--- config.mk ---
export PLATFORM = sky130hd
export DESIGN_NAME = audio_energy_beat_detector_top
export DESIGN_NICKNAME = d
export VERILOG_FILES = /design/src/sv/aebd_pkg.sv /design/src/sv/aebd_front.sv /design/src/sv/aebd_fifo.sv /design/src/sv/aebd_div.sv /design/src/sv/aebd_back.sv /design/src/sv/audio_energy_beat_detector_top.sv
export SDC_FILE = /design/constraint.sdc
export NUM_CORES = 2
export LEC_CHECK = 0
export ABC_CLOCK_PERIOD_IN_PS = 17500
export BUFFER_PORTS_ARGS = -buffer_cell sky130_fd_sc_hd__buf_2
export CAP_MARGIN = 0
export CELL_PAD_IN_SITES_DETAIL_PLACEMENT = 2
export CELL_PAD_IN_SITES_GLOBAL_PLACEMENT = 2
export CORE_MARGIN = 2
export CORE_UTILIZATION = 25
export DETAILED_ROUTE_END_ITERATION = 8
export PLACE_DENSITY_LB_ADDON = 0.1
export SYNTH_ARGS = -nofsm -noshare
export SYNTH_HDL_FRONTEND = slang
export SYNTH_SLANG_ARGS = --single-unit
--- constraint.sdc ---
create_clock -name clk -period 17.5 [get_ports clk]
set_clock_uncertainty 0.2 [all_clocks]
set_input_delay 0 -clock clk [delete_from_list [all_inputs] [get_ports clk]]
set_output_delay 0 -clock clk [all_outputs]
set_load 0.05 [all_outputs]
--- src/sv/aebd_pkg.sv ---
// Shared types and constants for the audio energy beat detector.
// No dependencies; imported by every module of the block.
package aebd_pkg;

  localparam int E_W   = 12;  // frame energy, up to 64 bars of 63
  localparam int N_W   = 7;   // bar count, up to 64
  localparam int AVG_W = 20;  // running average, 8 fraction bits
  localparam int BEAT_W = 16; // beat level, Q0.16
  localparam int PH_W  = 32;  // phase, Q16.16
  localparam int POS_W = 32;

  localparam int PROD_W = 36;
  localparam int ACC_W  = 37;
  localparam int DEN_W  = 22;
  localparam int D_W    = 8;
  localparam int T_W    = 13;

  localparam int DIV_NW = 40;
  localparam int DIV_DW = 24;
  localparam int DIV_CW = $clog2(DIV_NW);

  localparam int FIFO_DEPTH = 2;
  localparam int FIFO_AW    = $clog2(FIFO_DEPTH);

  localparam int IN_TDATA_W  = 40;
  localparam int OUT_TDATA_W = 88;

  localparam logic [15:0] AVG_OLD_W    = 16'd60293;
  localparam logic [15:0] AVG_NEW_W    = 16'd5243;
  localparam logic [15:0] SMOOTH_OLD_W = 16'd36045;
  localparam logic [15:0] SMOOTH_NEW_W = 16'd29491;
  localparam logic [15:0] PHASE_DEN    = 16'd50000;
  localparam logic [15:0] ROUND_HALF   = 16'd32768;
  localparam logic [AVG_W-1:0]  AVG_ONE  = 20'd256;
  localparam logic [AVG_W-1:0]  AVG_MAX  = 20'hFFFFF;
  localparam logic [BEAT_W-1:0] BEAT_MAX = 16'd40960;
  localparam logic [D_W-1:0]    SEEK_CLAMP = 8'd200;
  localparam logic [PH_W-1:0]   DRIFT_PLAY = 32'd1311;
  localparam logic [PH_W-1:0]   DRIFT_IDLE = 32'd262;

  typedef struct packed {
    logic [POS_W-1:0] position_ms;
    logic             is_playing;
    logic [N_W-1:0]   n;
    logic [E_W-1:0]   e;
  } frame_t;

  typedef enum logic [3:0] {
    S_IDLE,
    S_AVG_MUL,
    S_AVG_SUM,
    S_AVG_WR,
    S_BEAT_SETUP,
    S_BEAT_DIV,
    S_SMOOTH_MUL,
    S_SMOOTH_SUM,
    S_PHASE_SETUP,
    S_PHASE_MUL,
    S_PHASE_DIV_START,
    S_PHASE_DIV,
    S_FINISH
  } back_state_t;

endpackage

--- src/sv/aebd_front.sv ---
// Front end: accepts bars, sums the first MAX_BARS of a frame, queues a
// frame record on the last bar. Depends on aebd_pkg.
module aebd_front import aebd_pkg::*; #(
  parameter int MAX_BARS = 32
) (
  input  logic                  clk,
  input  logic                  rst,
  input  logic                  s_tvalid,
  output logic                  s_tready,
  input  logic [IN_TDATA_W-1:0] s_tdata,
  input  logic                  s_tlast,
  input  logic                  q_full,
  output logic                  q_push,
  output frame_t                q_data
);

  logic [E_W-1:0] energy;
  logic [N_W-1:0] bar_count;
  logic [E_W-1:0] energy_next;
  logic [N_W-1:0] bar_count_next;
  logic           accept;

  assign s_tready = !q_full;
  assign accept   = s_tvalid && s_tready;
  assign q_push   = accept && s_tlast;

  always_comb begin
    energy_next    = energy;
    bar_count_next = bar_count;
    if (bar_count < N_W'(MAX_BARS)) begin
      energy_next    = energy + E_W'(s_tdata[5:0]);
      bar_count_next = bar_count + N_W'(1);
    end
    q_data.e           = energy_next;
    q_data.n           = bar_count_next;
    q_data.is_playing  = s_tdata[6];
    q_data.position_ms = s_tdata[38:7];
  end

  always_ff @(posedge clk) begin
    if (rst) begin
      energy    <= '0;
      bar_count <= '0;
    end else if (accept) begin
      if (s_tlast) begin
        energy    <= '0;
        bar_count <= '0;
      end else begin
        energy    <= energy_next;
        bar_count <= bar_count_next;
      end
    end
  end

endmodule

--- src/sv/aebd_fifo.sv ---
// Short frame queue between front and back end.
// Depends on aebd_pkg for frame_t and depth.
module aebd_fifo import aebd_pkg::*; (
  input  logic   clk,
  input  logic   rst,
  input  logic   push,
  input  frame_t push_data,
  output logic   full,
  input  logic   pop,
  output frame_t pop_data,
  output logic   empty
);

  frame_t             mem [FIFO_DEPTH];
  logic [FIFO_AW-1:0] wptr;
  logic [FIFO_AW-1:0] rptr;
  logic [FIFO_AW:0]   count;

  assign full     = count == (FIFO_AW+1)'(FIFO_DEPTH);
  assign empty    = count == '0;
  assign pop_data = mem[rptr];

  always_ff @(posedge clk) begin
    if (push) begin
      mem[wptr] <= push_data;
    end
  end

  always_ff @(posedge clk) begin
    if (rst) begin
      wptr  <= '0;
      rptr  <= '0;
      count <= '0;
    end else begin
      if (push) begin
        wptr <= (wptr == FIFO_AW'(FIFO_DEPTH - 1)) ? '0 : wptr + FIFO_AW'(1);
      end
      if (pop) begin
        rptr <= (rptr == FIFO_AW'(FIFO_DEPTH - 1)) ? '0 : rptr + FIFO_AW'(1);
      end
      if (push && !pop) begin
        count <= count + (FIFO_AW+1)'(1);
      end else if (pop && !push) begin
        count <= count - (FIFO_AW+1)'(1);
      end
    end
  end

endmodule

--- src/sv/aebd_div.sv ---
// Shared restoring divider, one quotient bit per cycle.
// Depends on aebd_pkg for operand widths.
module aebd_div import aebd_pkg::*; (
  input  logic              clk,
  input  logic              rst,
  input  logic              start,
  input  logic [DIV_NW-1:0] num,
  input  logic [DIV_DW-1:0] den,
  output logic              busy,
  output logic [DIV_NW-1:0] quo
);

  logic [DIV_DW-1:0] rem;
  logic [DIV_DW-1:0] divisor;
  logic [DIV_CW-1:0] cnt;
  logic [DIV_DW:0]   trial;
  logic              fits;

  assign trial = {rem, quo[DIV_NW-1]};
  assign fits  = trial >= {1'b0, divisor};

  always_ff @(posedge clk) begin
    if (start) begin
      quo     <= num;
      rem     <= '0;
      divisor <= den;
    end else if (busy) begin
      quo <= {quo[DIV_NW-2:0], fits};
      rem <= fits ? DIV_DW'(trial - {1'b0, divisor}) : trial[DIV_DW-1:0];
    end
  end

  always_ff @(posedge clk) begin
    if (rst) begin
      busy <= 1'b0;
      cnt  <= '0;
    end else if (start) begin
      busy <= 1'b1;
      cnt  <= DIV_CW'(DIV_NW - 1);
    end else if (busy) begin
      cnt <= cnt - DIV_CW'(1);
      if (cnt == '0) begin
        busy <= 1'b0;
      end
    end
  end

endmodule

--- src/sv/aebd_back.sv ---
// Back end: per-frame average, beat and phase update, output register.
// Depends on aebd_pkg; drives the shared divider aebd_div.
module aebd_back import aebd_pkg::*; (
  input  logic                   clk,
  input  logic                   rst,
  input  logic                   q_empty,
  input  frame_t                 q_data,
  output logic                   q_pop,
  output logic                   div_start,
  output logic [DIV_NW-1:0]      div_num,
  output logic [DIV_DW-1:0]      div_den,
  input  logic                   div_busy,
  input  logic [DIV_NW-1:0]      div_quo,
  output logic                   m_tvalid,
  input  logic                   m_tready,
  output logic [OUT_TDATA_W-1:0] m_tdata
);

  back_state_t state;
  back_state_t state_next;

  logic [E_W-1:0]          e_r;
  logic [N_W-1:0]          n_r;
  logic                    play_r;
  logic signed [POS_W-1:0] pos_r;
  logic [AVG_W-1:0]        avg;
  logic [BEAT_W-1:0]       beat;
  logic [PH_W-1:0]         phase;
  logic signed [POS_W-1:0] prev;
  logic [PROD_W-1:0]       prod;
  logic [ACC_W-1:0]        acc;
  logic [BEAT_W-1:0]       raw;
  logic [PH_W-1:0]         inc;
  logic [D_W-1:0]          d;
  logic [T_W-1:0]          t;
  logic [DEN_W-1:0]        den_r;

  logic [AVG_W:0]    avg_sum;
  logic [AVG_W-1:0]  avg_new;
  logic [AVG_W-1:0]  scaled;
  logic              beat_go;
  logic [AVG_W-1:0]  diff;
  logic              step;
  logic [POS_W-1:0]  pos_diff;
  logic              out_load;
  logic [PH_W-1:0]   phase_new;

  always_comb begin
    avg_sum   = acc[ACC_W-1:16];
    avg_new   = (avg_sum > {1'b0, AVG_MAX}) ? AVG_MAX : avg_sum[AVG_W-1:0];
    scaled    = {e_r, 8'b0};
    beat_go   = (avg > AVG_ONE) && (scaled > avg);
    diff      = scaled - avg;
    step      = !pos_r[POS_W-1] && !prev[POS_W-1] && (pos_r >= prev);
    pos_diff  = POS_W'(pos_r - prev);
    phase_new = phase + inc + (play_r ? DRIFT_PLAY : DRIFT_IDLE);
  end

  always_ff @(posedge clk) begin
    if (rst) begin
      state <= S_IDLE;
    end else begin
      state <= state_next;
    end
  end

  always_comb begin
    state_next = state;
    q_pop      = 1'b0;
    div_start  = 1'b0;
    div_num    = '0;
    div_den    = '0;
    out_load   = 1'b0;
    case (state)
      S_IDLE: begin
        if (!q_empty) begin
          q_pop      = 1'b1;
          state_next = S_AVG_MUL;
        end
      end
      S_AVG_MUL:  state_next = S_AVG_SUM;
      S_AVG_SUM:  state_next = S_AVG_WR;
      S_AVG_WR:   state_next = S_BEAT_SETUP;
      S_BEAT_SETUP: begin
        if (beat_go) begin
          div_start  = 1'b1;
          div_num    = DIV_NW'({DIV_NW'(diff) + DIV_NW'({diff, 1'b0}), 16'b0});
          div_den    = DIV_DW'(avg) + DIV_DW'({avg, 2'b0});
          state_next = S_BEAT_DIV;
        end else begin
          state_next = S_SMOOTH_MUL;
        end
      end
      S_BEAT_DIV: begin
        if (!div_busy) begin
          state_next = S_SMOOTH_MUL;
        end
      end
      S_SMOOTH_MUL: state_next = S_SMOOTH_SUM;
      S_SMOOTH_SUM: state_next = S_PHASE_SETUP;
      S_PHASE_SETUP: state_next = step ? S_PHASE_MUL : S_FINISH;
      S_PHASE_MUL:   state_next = S_PHASE_DIV_START;
      S_PHASE_DIV_START: begin
        div_start  = 1'b1;
        div_num    = DIV_NW'({prod[20:0], 16'b0}) + DIV_NW'(den_r >> 1);
        div_den    = DIV_DW'(den_r);
        state_next = S_PHASE_DIV;
      end
      S_PHASE_DIV: begin
        if (!div_busy) begin
          state_next = S_FINISH;
        end
      end
      S_FINISH: begin
        if (!m_tvalid || m_tready) begin
          out_load   = 1'b1;
          state_next = S_IDLE;
        end
      end
      default: state_next = S_IDLE;
    endcase
  end

  always_ff @(posedge clk) begin
    case (state)
      S_IDLE: begin
        e_r    <= q_data.e;
        n_r    <= q_data.n;
        play_r <= q_data.is_playing;
        pos_r  <= $signed(q_data.position_ms);
      end
      S_AVG_MUL: prod <= PROD_W'(avg) * PROD_W'(AVG_OLD_W);
      S_AVG_SUM: begin
        acc <= ACC_W'(prod) + ((ACC_W'(e_r) * ACC_W'(AVG_NEW_W)) << 8)
             + ACC_W'(ROUND_HALF);
      end
      S_BEAT_SETUP: raw <= '0;
      S_BEAT_DIV: begin
        if (!div_busy) begin
          raw <= (div_quo > DIV_NW'(BEAT_MAX)) ? BEAT_MAX : div_quo[BEAT_W-1:0];
        end
      end
      S_SMOOTH_MUL: prod <= PROD_W'(beat) * PROD_W'(SMOOTH_OLD_W);
      S_SMOOTH_SUM: begin
        acc <= ACC_W'(prod) + ACC_W'(raw) * ACC_W'(SMOOTH_NEW_W) + ACC_W'(ROUND_HALF);
      end
      S_PHASE_SETUP: begin
        inc <= '0;
        d   <= (pos_diff > POS_W'(SEEK_CLAMP)) ? SEEK_CLAMP : pos_diff[D_W-1:0];
        t   <= T_W'({n_r, 5'b0}) + T_W'({n_r, 3'b0}) + T_W'(e_r);
      end
      S_PHASE_MUL: begin
        prod  <= PROD_W'(d) * PROD_W'(t);
        den_r <= DEN_W'(n_r) * DEN_W'(PHASE_DEN);
      end
      S_PHASE_DIV: begin
        if (!div_busy) begin
          inc <= div_quo[PH_W-1:0];
        end
      end
      S_FINISH: begin
        if (out_load) begin
          m_tdata <= {4'b0, n_r[5:0], phase_new, beat, avg[18:0], e_r[10:0]};
        end
      end
      default: begin
      end
    endcase
  end

  always_ff @(posedge clk) begin
    if (rst) begin
      avg      <= AVG_ONE;
      beat     <= '0;
      phase    <= '0;
      prev     <= -32'sd1;
      m_tvalid <= 1'b0;
    end else begin
      if (state == S_AVG_WR) begin
        avg <= avg_new;
      end
      if (state == S_PHASE_SETUP) begin
        beat <= BEAT_W'(acc >> 16);
      end
      if (out_load) begin
        phase    <= phase_new;
        prev     <= pos_r;
        m_tvalid <= 1'b1;
      end else if (m_tready) begin
        m_tvalid <= 1'b0;
      end
    end
  end

endmodule

--- src/sv/audio_energy_beat_detector_top.sv ---
// Top level of the audio energy beat detector.
// Depends on aebd_pkg, aebd_front, aebd_fifo, aebd_div, aebd_back.
//
//  channel   signals                    word
//  s_*       s_tvalid s_tready s_tlast  one spectrum bar, tlast = last bar of frame
//  m_*       m_tvalid m_tready          one result per frame
//
// A bar is taken every cycle while the frame queue (2 frames) has room.
// The back end takes one frame at a time; the beat division and the phase
// step, when needed, run on the shared divider. Frames that arrive faster
// than the back end finishes them fill the queue and stall s_tready.
// A finished result sits in the output register; the next frame is popped
// as soon as it is loaded. Reset is synchronous, no clearing pass.
module audio_energy_beat_detector_top import aebd_pkg::*; #(
  parameter int MAX_BARS = 32
) (
  input  logic                   clk,
  input  logic                   rst,
  input  logic                   s_tvalid,
  output logic                   s_tready,
  // [5:0] bar_level, [6] is_playing, [38:7] position_ms
  input  logic [IN_TDATA_W-1:0]  s_tdata,
  input  logic                   s_tlast,
  output logic                   m_tvalid,
  input  logic                   m_tready,
  // [10:0] frame_energy, [29:11] average_energy, [45:30] beat_pulse,
  // [77:46] anim_phase, [83:78] bars_counted
  output logic [OUT_TDATA_W-1:0] m_tdata
);

  frame_t            push_data;
  frame_t            pop_data;
  logic              push;
  logic              pop;
  logic              full;
  logic              empty;
  logic              div_start;
  logic [DIV_NW-1:0] div_num;
  logic [DIV_DW-1:0] div_den;
  logic              div_busy;
  logic [DIV_NW-1:0] div_quo;

  aebd_front #(
    .MAX_BARS(MAX_BARS)
  ) u_front (
    .clk     (clk),
    .rst     (rst),
    .s_tvalid(s_tvalid),
    .s_tready(s_tready),
    .s_tdata (s_tdata),
    .s_tlast (s_tlast),
    .q_full  (full),
    .q_push  (push),
    .q_data  (push_data)
  );

  aebd_fifo u_fifo (
    .clk      (clk),
    .rst      (rst),
    .push     (push),
    .push_data(push_data),
    .full     (full),
    .pop      (pop),
    .pop_data (pop_data),
    .empty    (empty)
  );

  aebd_div u_div (
    .clk  (clk),
    .rst  (rst),
    .start(div_start),
    .num  (div_num),
    .den  (div_den),
    .busy (div_busy),
    .quo  (div_quo)
  );

  aebd_back u_back (
    .clk      (clk),
    .rst      (rst),
    .q_empty  (empty),
    .q_data   (pop_data),
    .q_pop    (pop),
    .div_start(div_start),
    .div_num  (div_num),
    .div_den  (div_den),
    .div_busy (div_busy),
    .div_quo  (div_quo),
    .m_tvalid (m_tvalid),
    .m_tready (m_tready),
    .m_tdata  (m_tdata)
  );

endmodule

==> key figures <==
Critical path
  • Worst path max stage delay: 0.73 ns
  • Data required, critical path: 17.77 ns
  • R2R depth: 29
  • Delay-heaviest family, CP: adder cells
  • R2r setup slk: 8.93 ns
  • CP Max Fanout: 8
  • Slowest-stage cell, CP: edfxtp_1
  • Startpoint Class: flip-flop
  • Reg2reg start: u_back.e_r[3]
  • Kind of critical path: reg2reg
  • Cell mode on critical path: inv_1
  • Crit path capture type: flip-flop
  • Crit path buffers/inverters: 5
  • Crit path DAT: 8.84 ns
  • Terminus of the critical flop-to-flop path: u_back.acc[35]

CTS
  • Cts repair resizes: 0
  • CTS tree: built
  • # H-tree levels: 3
  • Clock Latency Late Sink: 0.73 ns
  • CTS clock-pin slew for the worst setup and hold paths: 0.06 ns
  • CTS buffer count: 83
  • Clk sinks: 606
  • Clock buffer depth: 3
  • CTS Root Buffer Type: clkbuf_16
  • Postcts setup bufs: 0

Hold path
  • Hold path startpoint: s_tdata[0]
  • Worst Hold Endpoint: u_fifo.mem[1][0]
  • Hold Path Stages: 4
  • Worst hold-check path type: in2reg

Global route
  • Global Route Usage Sum: 17.2%
  • Pin count of the biggest net entering global routing: 89
  • Remaining Overflow, GRT: 0
  • Initial antenna violation count: 11
  • Vias in the first global route: 43341
  • First-pass GRT wire length: 280000 um

Synth
  • Synth area leader: edfxtp_1
  • Post-synth EDFFs: 447
  • Post-synthesis register bit count: 606
  • Syn. warnings: 0
  • Synth top cells by count: 828 x ha_1, 762 x inv_1, 447 x edfxtp_1
  • Share of the synthesized area in the top cell type: 25.2%
  • Ys async rst share: 0%
  • Cell Area, Synth: 0.0533 mm2
  • Post-Syn Instances: 5159
  • Avg Inst Size Synth: 10.3 um2
  • Post-synthesis cell type count: 78
  • Sequential-to-total area share from yosys stat: 31.2%
  • Top cells by area, synth: edfxtp_1 25%, ha_1 19%, fa_1 16%
  • Count leader, synth: ha_1
  • Main synth FF type: edfxtp_1

Route
  • Number of remaining DRC errors: 0
  • Routed Antenna Nets: 0
  • Drt total wl: 184000 um
  • WL/cell: 22.2 um
  • Vias: 38142
  • First-iteration detailed-routing DRC count: 1571
  • Drt first pass iters: 5
  • Via density: 4.60

Place
  • DP Worst Slack: 8.88 ns
  • Dpl cells: 8051
  • Port bufs: 129
  • Detailed Place HPWL: 149000 um
  • Placer Congestion: 0.818
  • Placed Area: 0.0575 mm2

Timing
  • Worst-margin pin slew: 1.10 ns
  • Final Hold Vio Count: 0
  • Tcrit/Tclk final: 49.0%
  • Min Tclk post-route: 8.57 ns
  • Slew margin rel.: 26.5%
  • Finish-stage setup viols: 0
  • TNS Setup: 0 ns
  • Fmax: 117 MHz
  • Final Max Tran Viols: 0
  • RSZ-0062 raised after global routing: no
  • Worst setup margin: 8.93 ns

Die
  • Initial Util: 25.1%
  • Top Ports: 135
  • Core box area: 0.212 mm2
  • Die area: 0.217 mm2
  • Die span in y: 466 um
  • Row cnt: 169
  • Die width: 466 um

Layout
  • Area grow syn2layout: 14.8%
  • Final layout net count: 6683
  • Sequential Area: 0.0166 mm2
  • Final std cells w/o fill: 8290
  • Layout cell share with drive strength beyond 1: 7.74%
  • Final Instance Area: 0.0612 mm2
  • Fillers: 23365
  • Area of the multi-input gates: 0.0334 mm2

Job
  • Max-cap violations: 0

Status
  • Outcome: finished clean
area by class of cell:
| type | instances | share of cell area (%) |
|---|---|---|
| clock inverter | 49 | 0.941 |
| antenna | 3 | 0.0123 |
| multi-input combinational | 3673 | 54.7 |
| tap | 2821 | 5.77 |
| timing repair buffer | 270 | 3.13 |
| inverter | 763 | 4.70 |
| clock buffer | 105 | 3.62 |
| sequential | 606 | 27.2 |
cell families after synthesis:
logic type / after synthesis / share of synthesized area [%]
buffers and inverters: 883 / 6.27
and+or+nand+nor: 1078 / 9.58
AOI/OAI and AO/OA: 995 / 11.9
adders and majority gates: 1241 / 35.0
DFF: 606 / 31.2
other: 1 / 0.00704
xor gates and xnor gates: 289 / 4.75
muxes: 66 / 1.38
through the flow:
step                util, %  hold slack (ns)
CTS                    28.9           0.0626
floorplan                 -           -0.101
detailed placement     27.2         -0.00802
global route           28.9            0.155
global placement       27.2          -0.0113
finish                 28.9            0.150
what timing repair did:
| action | CTS | global route |
|---|---|---|
| hold buffers | 82 | 0 |
| hold endpoints to repair | 299 | 0 |
| setup endpoints to repair | 0 | 0 |
worst reg2reg max path: cells and delay by family, from the launching register on:
kind            cells  cell delay (ns)
fa+ha+maj           8             3.41
flops               1             0.73
simple gates        6             0.85
compound gates      8             2.43
buf+inv             5             0.37
xor+xnor            2             0.33
metal layers:
metal | vias up | part of all wire, % | global-route usage, %
met3 | 146 | 1.8 | 1.61
met5 | - | 0.0060 | 0
met1 | 19407 | 47 | 22.8
met4 | 2 | 2.2 | 3.99
met2 | 291 | 49 | 30.0
li1 | 18296 | - | -
flip-flops by register name, summed over array words and instances (netlist names), 13 cells and up:
register,flops
u_back.m_tdata,84
u_back.pos_r,32
u_back.den_r,18
u_back.inc,32
u_back.beat,16
u_div.rem,24
u_back.t,13
u_back.phase,32
u_back.raw,16
u_fifo.mem,104
u_div.divisor,23
u_back.acc,21
u_div.quo,40
u_back.avg,20
u_back.prev,32
u_back.prod,36
placed cells by master, fill, tap and decap left out, types with 12 or more instances in the layout:
master / Yosys / layout
a211oi_1: 44 / 43
a21boi_0: 14 / 14
a21o_1: 95 / 95
a21oi_1: 307 / 306
a22oi_1: 32 / 32
a31oi_1: 26 / 26
and2_1: 92 / 92
and3_1: 41 / 40
buf_2: 1 / 128
buf_4: 4 / 60
clkbuf_1: 109 / 18
clkbuf_16: 0 / 84
clkinv_1: 1 / 12
dfxtp_1: 159 / 157
dlygate4sd3_1: 0 / 82
edfxtp_1: 447 / 447
fa_1: 413 / 413
ha_1: 828 / 828
inv_1: 762 / 760
mux2_2: 59 / 59
nand2_1: 366 / 366
nand2b_1: 44 / 44
nand3_1: 54 / 54
nand4_1: 24 / 24
nor2_1: 256 / 253
nor2b_1: 40 / 40
nor3_1: 73 / 68
nor4_1: 22 / 22
o211ai_1: 45 / 45
o21a_1: 33 / 33
o21ai_0: 209 / 209
o21bai_1: 38 / 38
o221ai_1: 19 / 19
o22ai_1: 16 / 16
o31ai_1: 19 / 18
or3_1: 19 / 18
xnor2_1: 172 / 172
xor2_1: 117 / 117
worst max-delay path by stage:
| stage | cells after the start | to | from |
|---|---|---|---|
| detailed placement | 29 | u_back.acc[35] | u_back.e_r[5] |
| global placement | 29 | u_back.acc[35] | u_back.e_r[4] |
| finish | 29 | u_back.acc[35] | u_back.e_r[3] |
| floorplan | 30 | u_back.acc[36] | u_back.e_r[5] |
| global route | 29 | u_back.acc[35] | u_back.e_r[3] |
| CTS | 29 | u_back.acc[35] | u_back.e_r[3] |
Power is left out: the tool's default activity adds up to more than one toggle a clock period on the data nets, which glitch-free logic cannot reach.
